**src/rtl/plcm_pkg.sv**
```systemverilog
// Package for the piecewise linear colour map.
// Holds field widths, opcodes, channel codes and the controller/datapath structs.
// No dependencies.
`timescale 1ns / 1ps
`default_nettype none

package plcm_pkg;

  localparam int SAMPLE_W         = 32;
  localparam int INDEX_W          = 4;
  localparam int COLOUR_W         = 16;
  localparam int COUNT_W          = 5;
  localparam int LAMBDA_W         = 17;
  localparam int FRAC_W           = 16;
  localparam int NUM_CHAN         = 3;
  localparam int MAX_POINTS_DEF   = 16;
  localparam int CHANNEL_BITS_DEF = 16;
  localparam int DIV_CNT_W        = 5;

  localparam logic [LAMBDA_W-1:0] ONE_Q16 = LAMBDA_W'(1 << FRAC_W);
  localparam logic [COUNT_W-1:0]  POINTS_RESET = COUNT_W'(2);

  localparam logic OP_LOAD = 1'b0;
  localparam logic OP_PICK = 1'b1;

  localparam logic [1:0] CH_RED   = 2'd0;
  localparam logic [1:0] CH_GREEN = 2'd1;
  localparam logic [1:0] CH_BLUE  = 2'd2;

  typedef struct packed {
    logic       load_wr;
    logic       capture;
    logic       rd_en;
    logic       take_lo;
    logic       take_hi;
    logic       prep;
    logic       div_first;
    logic       div_step;
    logic       mul;
    logic       acc;
    logic       clr_res;
    logic       out_load;
    logic [1:0] chan;
  } plcm_cmd_t;

  typedef struct packed {
    logic s_above;
    logic s_below;
    logic out_free;
  } plcm_stat_t;

endpackage

`default_nettype wire

```
**src/rtl/plcm_ctrl.sv**
```systemverilog
// Controller of the colour map: state machine, table addressing and step counters.
// Depends on plcm_pkg; drives the datapath plcm_dp through plcm_cmd_t.
`timescale 1ns / 1ps
`default_nettype none

module plcm_ctrl
  import plcm_pkg::*;
#(
  parameter int MAX_POINTS = MAX_POINTS_DEF,
  localparam int AW = (MAX_POINTS > 1) ? $clog2(MAX_POINTS) : 1
) (
  input  wire logic               clk,
  input  wire logic               rst_n,
  input  wire logic               in_valid,
  output logic                    in_ready,
  input  wire logic               in_opcode,
  input  wire logic               cfg_wr_en,
  input  wire logic [COUNT_W-1:0] cfg_wr_data,
  input  wire plcm_stat_t         stat,
  output plcm_cmd_t               cmd,
  output logic [AW-1:0]           rd_addr
);

  localparam logic [3:0] S_IDLE = 4'd0;
  localparam logic [3:0] S_LAST = 4'd1;
  localparam logic [3:0] S_SCAN = 4'd2;
  localparam logic [3:0] S_RLO  = 4'd3;
  localparam logic [3:0] S_RHI  = 4'd4;
  localparam logic [3:0] S_PREP = 4'd5;
  localparam logic [3:0] S_DIV  = 4'd6;
  localparam logic [3:0] S_MUL  = 4'd7;
  localparam logic [3:0] S_ACC  = 4'd8;
  localparam logic [3:0] S_ZERO = 4'd9;
  localparam logic [3:0] S_DONE = 4'd10;

  logic [3:0]           state_r, state_nxt;
  logic [AW-1:0]        k_r, k_nxt;
  logic [AW-1:0]        hi_r, hi_nxt;
  logic [DIV_CNT_W-1:0] cnt_r, cnt_nxt;
  logic [1:0]           chan_r, chan_nxt;
  logic [COUNT_W-1:0]   pts_r;
  logic [AW-1:0]        last_idx;
  logic                 accept;

  always_comb begin
    if (int'(pts_r) < 2) begin
      last_idx = AW'(1);
    end else if (int'(pts_r) > MAX_POINTS) begin
      last_idx = AW'(MAX_POINTS - 1);
    end else begin
      last_idx = AW'(int'(pts_r) - 1);
    end
  end

  assign in_ready = (state_r == S_IDLE);
  assign accept   = in_valid && in_ready;

  always_comb begin
    state_nxt = state_r;
    k_nxt     = k_r;
    hi_nxt    = hi_r;
    cnt_nxt   = cnt_r;
    chan_nxt  = chan_r;
    cmd       = '0;
    cmd.chan  = chan_r;
    rd_addr   = '0;
    case (state_r)
      S_IDLE: begin
        if (accept) begin
          if (in_opcode == OP_LOAD) begin
            cmd.load_wr = 1'b1;
          end else begin
            cmd.capture = 1'b1;
            cmd.rd_en   = 1'b1;
            rd_addr     = last_idx;
            state_nxt   = S_LAST;
          end
        end
      end
      S_LAST: begin
        if (stat.s_above) begin
          state_nxt = S_ZERO;
        end else begin
          cmd.rd_en = 1'b1;
          rd_addr   = '0;
          k_nxt     = '0;
          state_nxt = S_SCAN;
        end
      end
      S_SCAN: begin
        if (k_r == '0 && stat.s_below) begin
          state_nxt = S_ZERO;
        end else if (!stat.s_above || k_r == last_idx) begin
          cmd.rd_en = 1'b1;
          if (k_r == '0) begin
            rd_addr = '0;
            hi_nxt  = AW'(1);
          end else begin
            rd_addr = k_r - AW'(1);
            hi_nxt  = k_r;
          end
          state_nxt = S_RLO;
        end else begin
          cmd.rd_en = 1'b1;
          rd_addr   = k_r + AW'(1);
          k_nxt     = k_r + AW'(1);
        end
      end
      S_RLO: begin
        cmd.take_lo = 1'b1;
        cmd.rd_en   = 1'b1;
        rd_addr     = hi_r;
        state_nxt   = S_RHI;
      end
      S_RHI: begin
        cmd.take_hi = 1'b1;
        state_nxt   = S_PREP;
      end
      S_PREP: begin
        cmd.prep  = 1'b1;
        cnt_nxt   = '0;
        state_nxt = S_DIV;
      end
      S_DIV: begin
        cmd.div_step  = 1'b1;
        cmd.div_first = (cnt_r == '0);
        cnt_nxt       = cnt_r + DIV_CNT_W'(1);
        if (cnt_r == DIV_CNT_W'(LAMBDA_W - 1)) begin
          chan_nxt  = CH_RED;
          state_nxt = S_MUL;
        end
      end
      S_MUL: begin
        cmd.mul   = 1'b1;
        state_nxt = S_ACC;
      end
      S_ACC: begin
        cmd.acc = 1'b1;
        if (chan_r == CH_BLUE) begin
          state_nxt = S_DONE;
        end else begin
          chan_nxt  = chan_r + 2'd1;
          state_nxt = S_MUL;
        end
      end
      S_ZERO: begin
        cmd.clr_res = 1'b1;
        state_nxt   = S_DONE;
      end
      S_DONE: begin
        if (stat.out_free) begin
          cmd.out_load = 1'b1;
          state_nxt    = S_IDLE;
        end
      end
      default: begin
        state_nxt = S_IDLE;
      end
    endcase
  end

  always_ff @(posedge clk) begin
    if (!rst_n) begin
      state_r <= S_IDLE;
      k_r     <= '0;
      hi_r    <= '0;
      cnt_r   <= '0;
      chan_r  <= CH_RED;
      pts_r   <= POINTS_RESET;
    end else begin
      state_r <= state_nxt;
      k_r     <= k_nxt;
      hi_r    <= hi_nxt;
      cnt_r   <= cnt_nxt;
      chan_r  <= chan_nxt;
      if (cfg_wr_en) begin
        pts_r <= cfg_wr_data;
      end
    end
  end

endmodule

`default_nettype wire

```
**src/rtl/plcm_dp.sv**
```systemverilog
// Datapath of the colour map: entry memory, comparisons, lambda divider,
// channel blend and output register. Depends on plcm_pkg; driven by plcm_ctrl.
`timescale 1ns / 1ps
`default_nettype none

module plcm_dp
  import plcm_pkg::*;
#(
  parameter int MAX_POINTS   = MAX_POINTS_DEF,
  parameter int CHANNEL_BITS = CHANNEL_BITS_DEF,
  localparam int AW = (MAX_POINTS > 1) ? $clog2(MAX_POINTS) : 1
) (
  input  wire logic                       clk,
  input  wire logic                       rst_n,
  input  wire plcm_cmd_t                  cmd,
  input  wire logic [AW-1:0]              rd_addr,
  output plcm_stat_t                      stat,
  input  wire logic [INDEX_W-1:0]         in_entry_index,
  input  wire logic signed [SAMPLE_W-1:0] in_entry_breakpoint,
  input  wire logic [COLOUR_W-1:0]        in_entry_red,
  input  wire logic [COLOUR_W-1:0]        in_entry_green,
  input  wire logic [COLOUR_W-1:0]        in_entry_blue,
  input  wire logic signed [SAMPLE_W-1:0] in_sample_value,
  output logic                            out_valid,
  input  wire logic                       out_ready,
  output logic                            out_in_range,
  output logic [COLOUR_W-1:0]             out_red_out,
  output logic [COLOUR_W-1:0]             out_green_out,
  output logic [COLOUR_W-1:0]             out_blue_out
);

  localparam int CB  = CHANNEL_BITS;
  localparam int CW  = NUM_CHAN * CB;
  localparam int BW  = SAMPLE_W + CW;
  localparam int MW  = CB + LAMBDA_W + 2;
  localparam int PW  = MW + 1;
  localparam int SW  = PW - FRAC_W;
  localparam logic [SW-1:0] CHAN_MAX = SW'((1 << CB) - 1);

  logic [BW-1:0]               mem [MAX_POINTS];
  logic [BW-1:0]               rd_q_r;
  logic signed [SAMPLE_W-1:0]  sample_r;
  logic signed [SAMPLE_W-1:0]  bp_lo_r, bp_hi_r;
  logic [CW-1:0]               col_lo_r, col_hi_r;
  logic [SAMPLE_W-1:0]         span_r, num_r;
  logic                        lam_ok_r;
  logic [SAMPLE_W:0]           rem_r;
  logic [LAMBDA_W-1:0]         quo_r;
  logic signed [MW-1:0]        prod_r;
  logic [CB-1:0]               res_r [NUM_CHAN];
  logic                        res_in_range_r;
  logic                        out_valid_r, out_in_range_r;
  logic [COLOUR_W-1:0]         out_red_r, out_green_r, out_blue_r;

  logic signed [SAMPLE_W-1:0]  rd_bp;
  logic signed [SAMPLE_W:0]    span_full, num_full;
  logic [SAMPLE_W:0]           trial, trial_sub;
  logic                        trial_ge;
  logic [LAMBDA_W-1:0]         lambda;
  logic [CB-1:0]               c_lo, c_hi;
  logic signed [CB:0]          c_diff;
  logic signed [LAMBDA_W:0]    lambda_s;
  logic signed [PW-1:0]        blend_sum;
  logic [SW-1:0]               blend_sh;
  logic [CB-1:0]               blend_sat;
  logic [AW-1:0]               wr_addr;
  logic                        wr_ok;

  assign rd_bp   = rd_q_r[BW-1 -: SAMPLE_W];
  assign wr_addr = AW'(in_entry_index);
  assign wr_ok   = int'(in_entry_index) < MAX_POINTS;

  assign stat.s_above  = sample_r > rd_bp;
  assign stat.s_below  = sample_r < rd_bp;
  assign stat.out_free = !out_valid_r || out_ready;

  always_ff @(posedge clk) begin
    if (cmd.load_wr && wr_ok) begin
      mem[wr_addr] <= {in_entry_breakpoint, in_entry_red[CB-1:0],
                       in_entry_green[CB-1:0], in_entry_blue[CB-1:0]};
    end
    if (cmd.rd_en) begin
      rd_q_r <= mem[rd_addr];
    end
  end

  assign span_full = {bp_hi_r[SAMPLE_W-1], bp_hi_r} - {bp_lo_r[SAMPLE_W-1], bp_lo_r};
  assign num_full  = {sample_r[SAMPLE_W-1], sample_r} - {bp_lo_r[SAMPLE_W-1], bp_lo_r};

  assign trial     = cmd.div_first ? {1'b0, num_r} : {rem_r[SAMPLE_W-1:0], 1'b0};
  assign trial_ge  = trial >= {1'b0, span_r};
  assign trial_sub = trial - {1'b0, span_r};

  always_comb begin
    if (!lam_ok_r) begin
      lambda = '0;
    end else if (quo_r > ONE_Q16) begin
      lambda = ONE_Q16;
    end else begin
      lambda = quo_r;
    end
  end

  always_comb begin
    case (cmd.chan)
      CH_RED: begin
        c_lo = col_lo_r[3*CB-1 -: CB];
        c_hi = col_hi_r[3*CB-1 -: CB];
      end
      CH_GREEN: begin
        c_lo = col_lo_r[2*CB-1 -: CB];
        c_hi = col_hi_r[2*CB-1 -: CB];
      end
      CH_BLUE: begin
        c_lo = col_lo_r[CB-1:0];
        c_hi = col_hi_r[CB-1:0];
      end
      default: begin
        c_lo = '0;
        c_hi = '0;
      end
    endcase
  end

  assign c_diff    = $signed({1'b0, c_hi}) - $signed({1'b0, c_lo});
  assign lambda_s  = $signed({1'b0, lambda});
  assign blend_sum = {prod_r[MW-1], prod_r}
                   + $signed(PW'({c_lo, {FRAC_W{1'b0}}}))
                   + $signed(PW'(1 << (FRAC_W - 1)));
  assign blend_sh  = blend_sum[PW-1:FRAC_W];

  always_comb begin
    if (blend_sh[SW-1]) begin
      blend_sat = '0;
    end else if (blend_sh > CHAN_MAX) begin
      blend_sat = CHAN_MAX[CB-1:0];
    end else begin
      blend_sat = blend_sh[CB-1:0];
    end
  end

  always_ff @(posedge clk) begin
    if (cmd.capture) begin
      sample_r <= in_sample_value;
    end
    if (cmd.take_lo) begin
      bp_lo_r  <= rd_bp;
      col_lo_r <= rd_q_r[CW-1:0];
    end
    if (cmd.take_hi) begin
      bp_hi_r  <= rd_bp;
      col_hi_r <= rd_q_r[CW-1:0];
    end
    if (cmd.prep) begin
      span_r   <= span_full[SAMPLE_W-1:0];
      num_r    <= num_full[SAMPLE_W-1:0];
      lam_ok_r <= (bp_hi_r > bp_lo_r) && (sample_r > bp_lo_r);
    end
    if (cmd.div_step) begin
      rem_r <= trial_ge ? trial_sub : trial;
      quo_r <= {quo_r[LAMBDA_W-2:0], trial_ge};
    end
    if (cmd.mul) begin
      prod_r <= MW'(c_diff * lambda_s);
    end
  end

  always_ff @(posedge clk) begin
    if (!rst_n) begin
      res_in_range_r <= 1'b0;
      for (int i = 0; i < NUM_CHAN; i++) begin
        res_r[i] <= '0;
      end
    end else if (cmd.clr_res) begin
      res_in_range_r <= 1'b0;
      for (int i = 0; i < NUM_CHAN; i++) begin
        res_r[i] <= '0;
      end
    end else begin
      if (cmd.prep) begin
        res_in_range_r <= 1'b1;
      end
      if (cmd.acc) begin
        case (cmd.chan)
          CH_RED:   res_r[0] <= blend_sat;
          CH_GREEN: res_r[1] <= blend_sat;
          CH_BLUE:  res_r[2] <= blend_sat;
          default:  res_r[0] <= res_r[0];
        endcase
      end
    end
  end

  always_ff @(posedge clk) begin
    if (!rst_n) begin
      out_valid_r <= 1'b0;
    end else if (cmd.out_load) begin
      out_valid_r <= 1'b1;
    end else if (out_ready) begin
      out_valid_r <= 1'b0;
    end
  end

  always_ff @(posedge clk) begin
    if (cmd.out_load) begin
      out_in_range_r <= res_in_range_r;
      out_red_r      <= COLOUR_W'(res_r[0]);
      out_green_r    <= COLOUR_W'(res_r[1]);
      out_blue_r     <= COLOUR_W'(res_r[2]);
    end
  end

  assign out_valid     = out_valid_r;
  assign out_in_range  = out_in_range_r;
  assign out_red_out   = out_red_r;
  assign out_green_out = out_green_r;
  assign out_blue_out  = out_blue_r;

endmodule

`default_nettype wire

```
**src/rtl/piecewise_linear_colour_map.sv**
```systemverilog
// Top level of the piecewise linear colour map.
// Instantiates the controller plcm_ctrl and the datapath plcm_dp; uses plcm_pkg.
//
// An input word with opcode load writes one breakpoint and its colour into the
// entry memory in the cycle it is accepted and gives no result. A word with
// opcode pick gives exactly one result word on the out_ channel.
// Both channels use valid/ready. The cfg_ port writes the count of breakpoints
// in use with no wait; write it only while the block is idle.
// A pick reads the last breakpoint, then scans the memory from entry 0 one
// entry per cycle for the first breakpoint not below the sample, rereads the
// two segment ends, runs a 17-step restoring divider for lambda and blends
// the three channels through one shared multiplier. The next word is accepted
// once the result has been loaded into the output register.
// The result sits in an output register, so the next word is accepted while
// it waits; only a second finished result waits for a stalled receiver.
// Reset clears the control state and sets the count in use to 2; the entry
// memory is not cleared and must be loaded before use.
`timescale 1ns / 1ps
`default_nettype none

module piecewise_linear_colour_map
  import plcm_pkg::*;
#(
  parameter int MAX_POINTS   = MAX_POINTS_DEF,
  parameter int CHANNEL_BITS = CHANNEL_BITS_DEF
) (
  input  wire logic                       clk,
  input  wire logic                       rst_n,
  input  wire logic                       in_valid,
  output logic                            in_ready,
  input  wire logic                       in_opcode,
  input  wire logic [INDEX_W-1:0]         in_entry_index,
  input  wire logic signed [SAMPLE_W-1:0] in_entry_breakpoint,
  input  wire logic [COLOUR_W-1:0]        in_entry_red,
  input  wire logic [COLOUR_W-1:0]        in_entry_green,
  input  wire logic [COLOUR_W-1:0]        in_entry_blue,
  input  wire logic signed [SAMPLE_W-1:0] in_sample_value,
  output logic                            out_valid,
  input  wire logic                       out_ready,
  output logic                            out_in_range,
  output logic [COLOUR_W-1:0]             out_red_out,
  output logic [COLOUR_W-1:0]             out_green_out,
  output logic [COLOUR_W-1:0]             out_blue_out,
  input  wire logic                       cfg_wr_en,
  input  wire logic [COUNT_W-1:0]         cfg_wr_data
);

  localparam int AW = (MAX_POINTS > 1) ? $clog2(MAX_POINTS) : 1;

  plcm_cmd_t     cmd;
  plcm_stat_t    stat;
  logic [AW-1:0] rd_addr;

  plcm_ctrl #(
    .MAX_POINTS (MAX_POINTS)
  ) u_ctrl (
    .clk         (clk),
    .rst_n       (rst_n),
    .in_valid    (in_valid),
    .in_ready    (in_ready),
    .in_opcode   (in_opcode),
    .cfg_wr_en   (cfg_wr_en),
    .cfg_wr_data (cfg_wr_data),
    .stat        (stat),
    .cmd         (cmd),
    .rd_addr     (rd_addr)
  );

  plcm_dp #(
    .MAX_POINTS   (MAX_POINTS),
    .CHANNEL_BITS (CHANNEL_BITS)
  ) u_dp (
    .clk                 (clk),
    .rst_n               (rst_n),
    .cmd                 (cmd),
    .rd_addr             (rd_addr),
    .stat                (stat),
    .in_entry_index      (in_entry_index),
    .in_entry_breakpoint (in_entry_breakpoint),
    .in_entry_red        (in_entry_red),
    .in_entry_green      (in_entry_green),
    .in_entry_blue       (in_entry_blue),
    .in_sample_value     (in_sample_value),
    .out_valid           (out_valid),
    .out_ready           (out_ready),
    .out_in_range        (out_in_range),
    .out_red_out         (out_red_out),
    .out_green_out       (out_green_out),
    .out_blue_out        (out_blue_out)
  );

endmodule

`default_nettype wire

```
**config.mk**
```make
export PLATFORM = sky130hd
export DESIGN_NAME = piecewise_linear_colour_map
export DESIGN_NICKNAME = d
export VERILOG_FILES = /design/src/rtl/plcm_pkg.sv /design/src/rtl/plcm_ctrl.sv /design/src/rtl/plcm_dp.sv /design/src/rtl/piecewise_linear_colour_map.sv
export SDC_FILE = /design/constraint.sdc
export NUM_CORES = 2
export LEC_CHECK = 0
export BUFFER_PORTS_ARGS = -buffer_cell sky130_fd_sc_hd__buf_2
export CORE_MARGIN = 2
export CORE_UTILIZATION = 40
export DETAILED_ROUTE_END_ITERATION = 12
export PLACE_DENSITY = 0.65
export SYNTH_ARGS = -nofsm -noshare
export SYNTH_HDL_FRONTEND = slang
export SYNTH_SLANG_ARGS = --single-unit
```
**constraint.sdc**
```tcl
create_clock -name clk -period 26.6 [get_ports clk]
set_input_delay 2.66 -clock clk [delete_from_list [all_inputs] [get_ports clk]]
set_output_delay 2.66 -clock clk [all_outputs]
set_load 0.02 [all_outputs]
```
==> results.json <==
{
  "status": "complete, no violations",
  "postCtsResizedCells": 0,
  "period_needed_ns": 11.66,
  "slew_headroom_pct": 18.0,
  "clock-root-buffer": "clkbuf_16",
  "fin_util_pct": 45.0,
  "gr-usage-met3_pct": 3.11,
  "p_seq_share_pct": 35.3,
  "total_power_uw": 9990,
  "synth_seq_cells": 1809,
  "port_buffers": 177,
  "worstHoldStart": "u_dp.res_r[0][2]$_DFFE_PP_",
  "h-tree-depth": 4,
  "setup_violations": 0,
  "synth_edf_count": 1783,
  "syn_area_per_cell_sq_um": 14.8,
  "antenna_found_initial": 44,
  "ys_seq_area_share_pct": 62.4,
  "dpl.hpwl_um": 126000,
  "crit_slowest_cell": "ha_1",
  "worstMarginPinSlew_ns": 1.23,
  "tns_ns": 0,
  "drtIter0Drc": 3842,
  "crit_start": "u_ctrl.chan_r[0]$_SDFFE_PN0P_",
  "die_w_um": 469,
  "num-fill-cells": 18725,
  "track_usage_pct": 18.0,
  "swShare_pct": 35.2,
  "insertion_delay_ns": 0.84,
  "cellPowerDensity_mw_per_mm2": 103,
  "area_growth_pct": 11.7,
  "postSynthNetCount": 6517,
  "crit_path_start_kind": "flip-flop",
  "overflow": 0,
  "pwr-share-comb_pct": 39.1,
  "core_region_area_sq_mm": 0.215,
  "path_common_cell": "fa_1",
  "drc_errors": 0,
  "worst_setup_path_end_kind": "flip-flop",
  "grt_pass1_vias": 47670,
  "synth_cell_type_count": 82,
  "gp_congestion": 0.909,
  "grt_max_degree": 145,
  "dieArea_sq_mm": 0.220,
  "drive_above_1_share_pct": 9.37,
  "vias": 47923,
  "post_cts_buffers": 0,
  "route.final.wire_length_um": 202000,
  "required_ns": 27.13,
  "r2r_start": "u_ctrl.chan_r[0]$_SDFFE_PN0P_",
  "slowest_delay_ns": 1.00,
  "crit_path_max_fanout": 34,
  "nets": 6740,
  "path_clk_slew_ns": 0.06,
  "ios": 178,
  "path_class": "flip-flop to flip-flop",
  "slew_viol_final": 0,
  "cts_sinks": 1809,
  "synthArstFlopShare_pct": 0,
  "holdCritPathClass": "flip-flop to flip-flop",
  "cts_hold_buf": 0,
  "leakagePower_uw": 0.0419,
  "start_util_pct": 40.3,
  "gr-usage-met2_pct": 30.2,
  "fmax_mhz": 85.8,
  "fin_crit_sh_pct": 43.8,
  "hold_viol": 0,
  "viasPerCell": 5.27,
  "die-height_um": 469,
  "grt_util_met1_pct": 24.3,
  "wl_per_cell_um": 22.2,
  "rows": 170,
  "cp.arrival_ns": 12.19,
  "firstDrtPassIters": 8,
  "cts_tree": "built",
  "ys.flop_type": "edfxtp_1",
  "rsz0062_at_grt": "false",
  "power.internal_uw": 6480,
  "cts_buffers": 185,
  "grt.busiest_layer": "met2",
  "clkPwrFrac_pct": 25.6,
  "cts_buffer_depth": 3,
  "antenna_left": 0,
  "p_sw_uw": 3510,
  "vdd_drop_max_uv": 186,
  "grt_pass1_wl_um": 301000,
  "yosysWarnings": 0,
  "synth_area_sq_mm": 0.0866,
  "syn_inst": 5870,
  "finClkSkew_ns": 0.0571,
  "cap_violations": 0
}
-- synth_stat cells (7+ instances only) --
cell type     n  area [sq um]
a211o_1       7          61.3
xnor2_1      85           744
o21ai_0      76           380
and3_1       37           231
o21a_1       38           285
or3_1        11          68.8
buf_2       116           581
and2_1       38           238
nand2_1     433          1630
ha_1        292          3650
dfxtp_1      26           521
nor3_1       73           365
a21boi_0     13          97.6
buf_1         7          26.3
nand4_1      23           144
mux2i_1    1211         12100
nor4_1       12          75.1
a311oi_1     12           105
nand3_1      40           200
a211oi_1     27           203
fa_1        228          4560
edfxtp_1   1783         53500
o21ai_1      27           135
a222oi_1     16           160
clkbuf_1     84           315
nand3b_1      8          60.1
a31o_2       17           149
a21oi_1     119           596
nand2b_1     29           181
o211ai_1      8          60.1
nor2_1      214           803
inv_1       445          1670
xor2_1       39           342
o21bai_1     11          82.6
a311o_1      10           100
a31oi_1      32           200
nor2b_1      41           257
buf_12       11           220
a21o_1       57           428
or2_2        12          75.1
-- routing by layer --
layer	up-vias	part of all wire, %
met3	295	5.2
met2	1229	49
met4	30	2.0
li1	22112	-
met1	24257	44
met5	-	0.096
-- stage by stage --
step	cells	instance area (sq um)	hold WS [ns]	setup slack, ns
4_1_cts	9082	96800	0.416	15.07
2_1_floorplan	5870	86600	0.400	16.74
3_5_place_dp	8744	90700	0.405	15.15
3_3_place_gp	8744	90700	0.400	15.40
6_report	9088	96800	0.416	14.94
5_1_grt	9086	96800	0.423	14.08
-- logic make-up (layout without fill, tap and decap cells) --
family                   Yosys count  in the layout  synth area share (%)
AO/OA/AOI/OAI                    537            537                  4.20
flip-flops                      1809           1809                  62.4
AND/OR/NAND/NOR                  989            989                  5.16
XOR/XNOR                         124            124                  1.25
multiplexers                    1218           1218                  14.1
adder cells (fa/ha/maj)          520            520                  9.49
buffers and inverters            673           1047                  3.41
other                              0              6                     0
-- area by class of cell --
class	count	area (sq um)	share of cell area [%]
Multi-Input combinational cell	3388	29800	30.8
Antenna cell	6	15.0	0.0155
Clock inverter	107	1240	1.28
Timing Repair Buffer	262	1590	1.64
Clock buffer	231	4830	4.99
Inverter	447	1680	1.73
Sequential cell	1809	54100	55.8
Tap cell	2838	3550	3.67
-- worst paths after layout --
check	end	slack [ns]	cells after the start
worst max-delay path	u_dp.prod_r[34]$_DFFE_PP_	14.94	34
worst min-delay path	u_dp.out_red_out[2]$_DFFE_PP_	0.42	0
worst max register to register	u_dp.prod_r[34]$_DFFE_PP_	14.94	34
worst min register to register	u_dp.out_red_out[2]$_DFFE_PP_	0.42	0
-- layout by cell type (no fill, tap or decap), types with 29 or more instances in the layout --
cell type,synthesis,layout
nor2b_1,41,41
a31oi_1,32,32
buf_4,0,80
clkinv_1,0,42
nand2b_1,29,29
clkbuf_16,0,185
nor3_1,73,65
fa_1,228,228
a21o_1,57,57
mux2i_1,1211,1211
o21ai_0,76,76
xor2_1,39,39
inv_1,445,444
nand3_1,40,40
xnor2_1,85,84
clkbuf_1,84,43
edfxtp_1,1783,1783
a21oi_1,119,119
and2_1,38,38
nor2_1,214,200
nand2_1,433,432
o21a_1,38,36
buf_2,116,177
and3_1,37,37
ha_1,292,292
-- registers in the layout, summed over array words and instances, names as in the netlist, 4 cells and up --
register	flops
u_ctrl.state_r	4
u_dp.rem_r	32
u_dp.res_r	48
u_dp.rd_q_r	80
u_dp.quo_r	17
u_dp.bp_lo_r	32
u_dp.col_lo_r	48
u_ctrl.pts_r	5
u_ctrl.hi_r	4
u_ctrl.k_r	4
u_dp.num_r	32
u_dp.mem	1280
u_dp.span_r	32
u_dp.col_hi_r	48
u_dp.out_blue_out	16
u_dp.prod_r	20
u_dp.bp_hi_r	32
u_ctrl.cnt_r	5
u_dp.out_green_out	16
u_dp.sample_r	32
u_dp.out_red_out	16
-- worst max-delay path, delay by kind of cell (launching register included) --
family	cells	cell delay, ns
AOI/OAI and AO/OA	13	4.13
xor gates and xnor gates	2	0.80
adders and majority gates	10	4.97
buffers and inverters	3	0.16
DFF	1	0.38
and+or+nand+nor	6	0.90
-- power groups by stage --
| stage | Clock [uW] | Combinational [uW] | Sequential, uW |
|---|---|---|---|
| after floorplan | 0 | 2860 | 3550 |
| after global placement | 0 | 3850 | 3580 |
| after detailed placement | 0 | 3880 | 3590 |
| after CTS | 2610 | 3910 | 3530 |
| after global routing | 2730 | 4390 | 3540 |
| final | 2560 | 3900 | 3530 |
No activity file was read; power rests on OpenSTA's default activity.
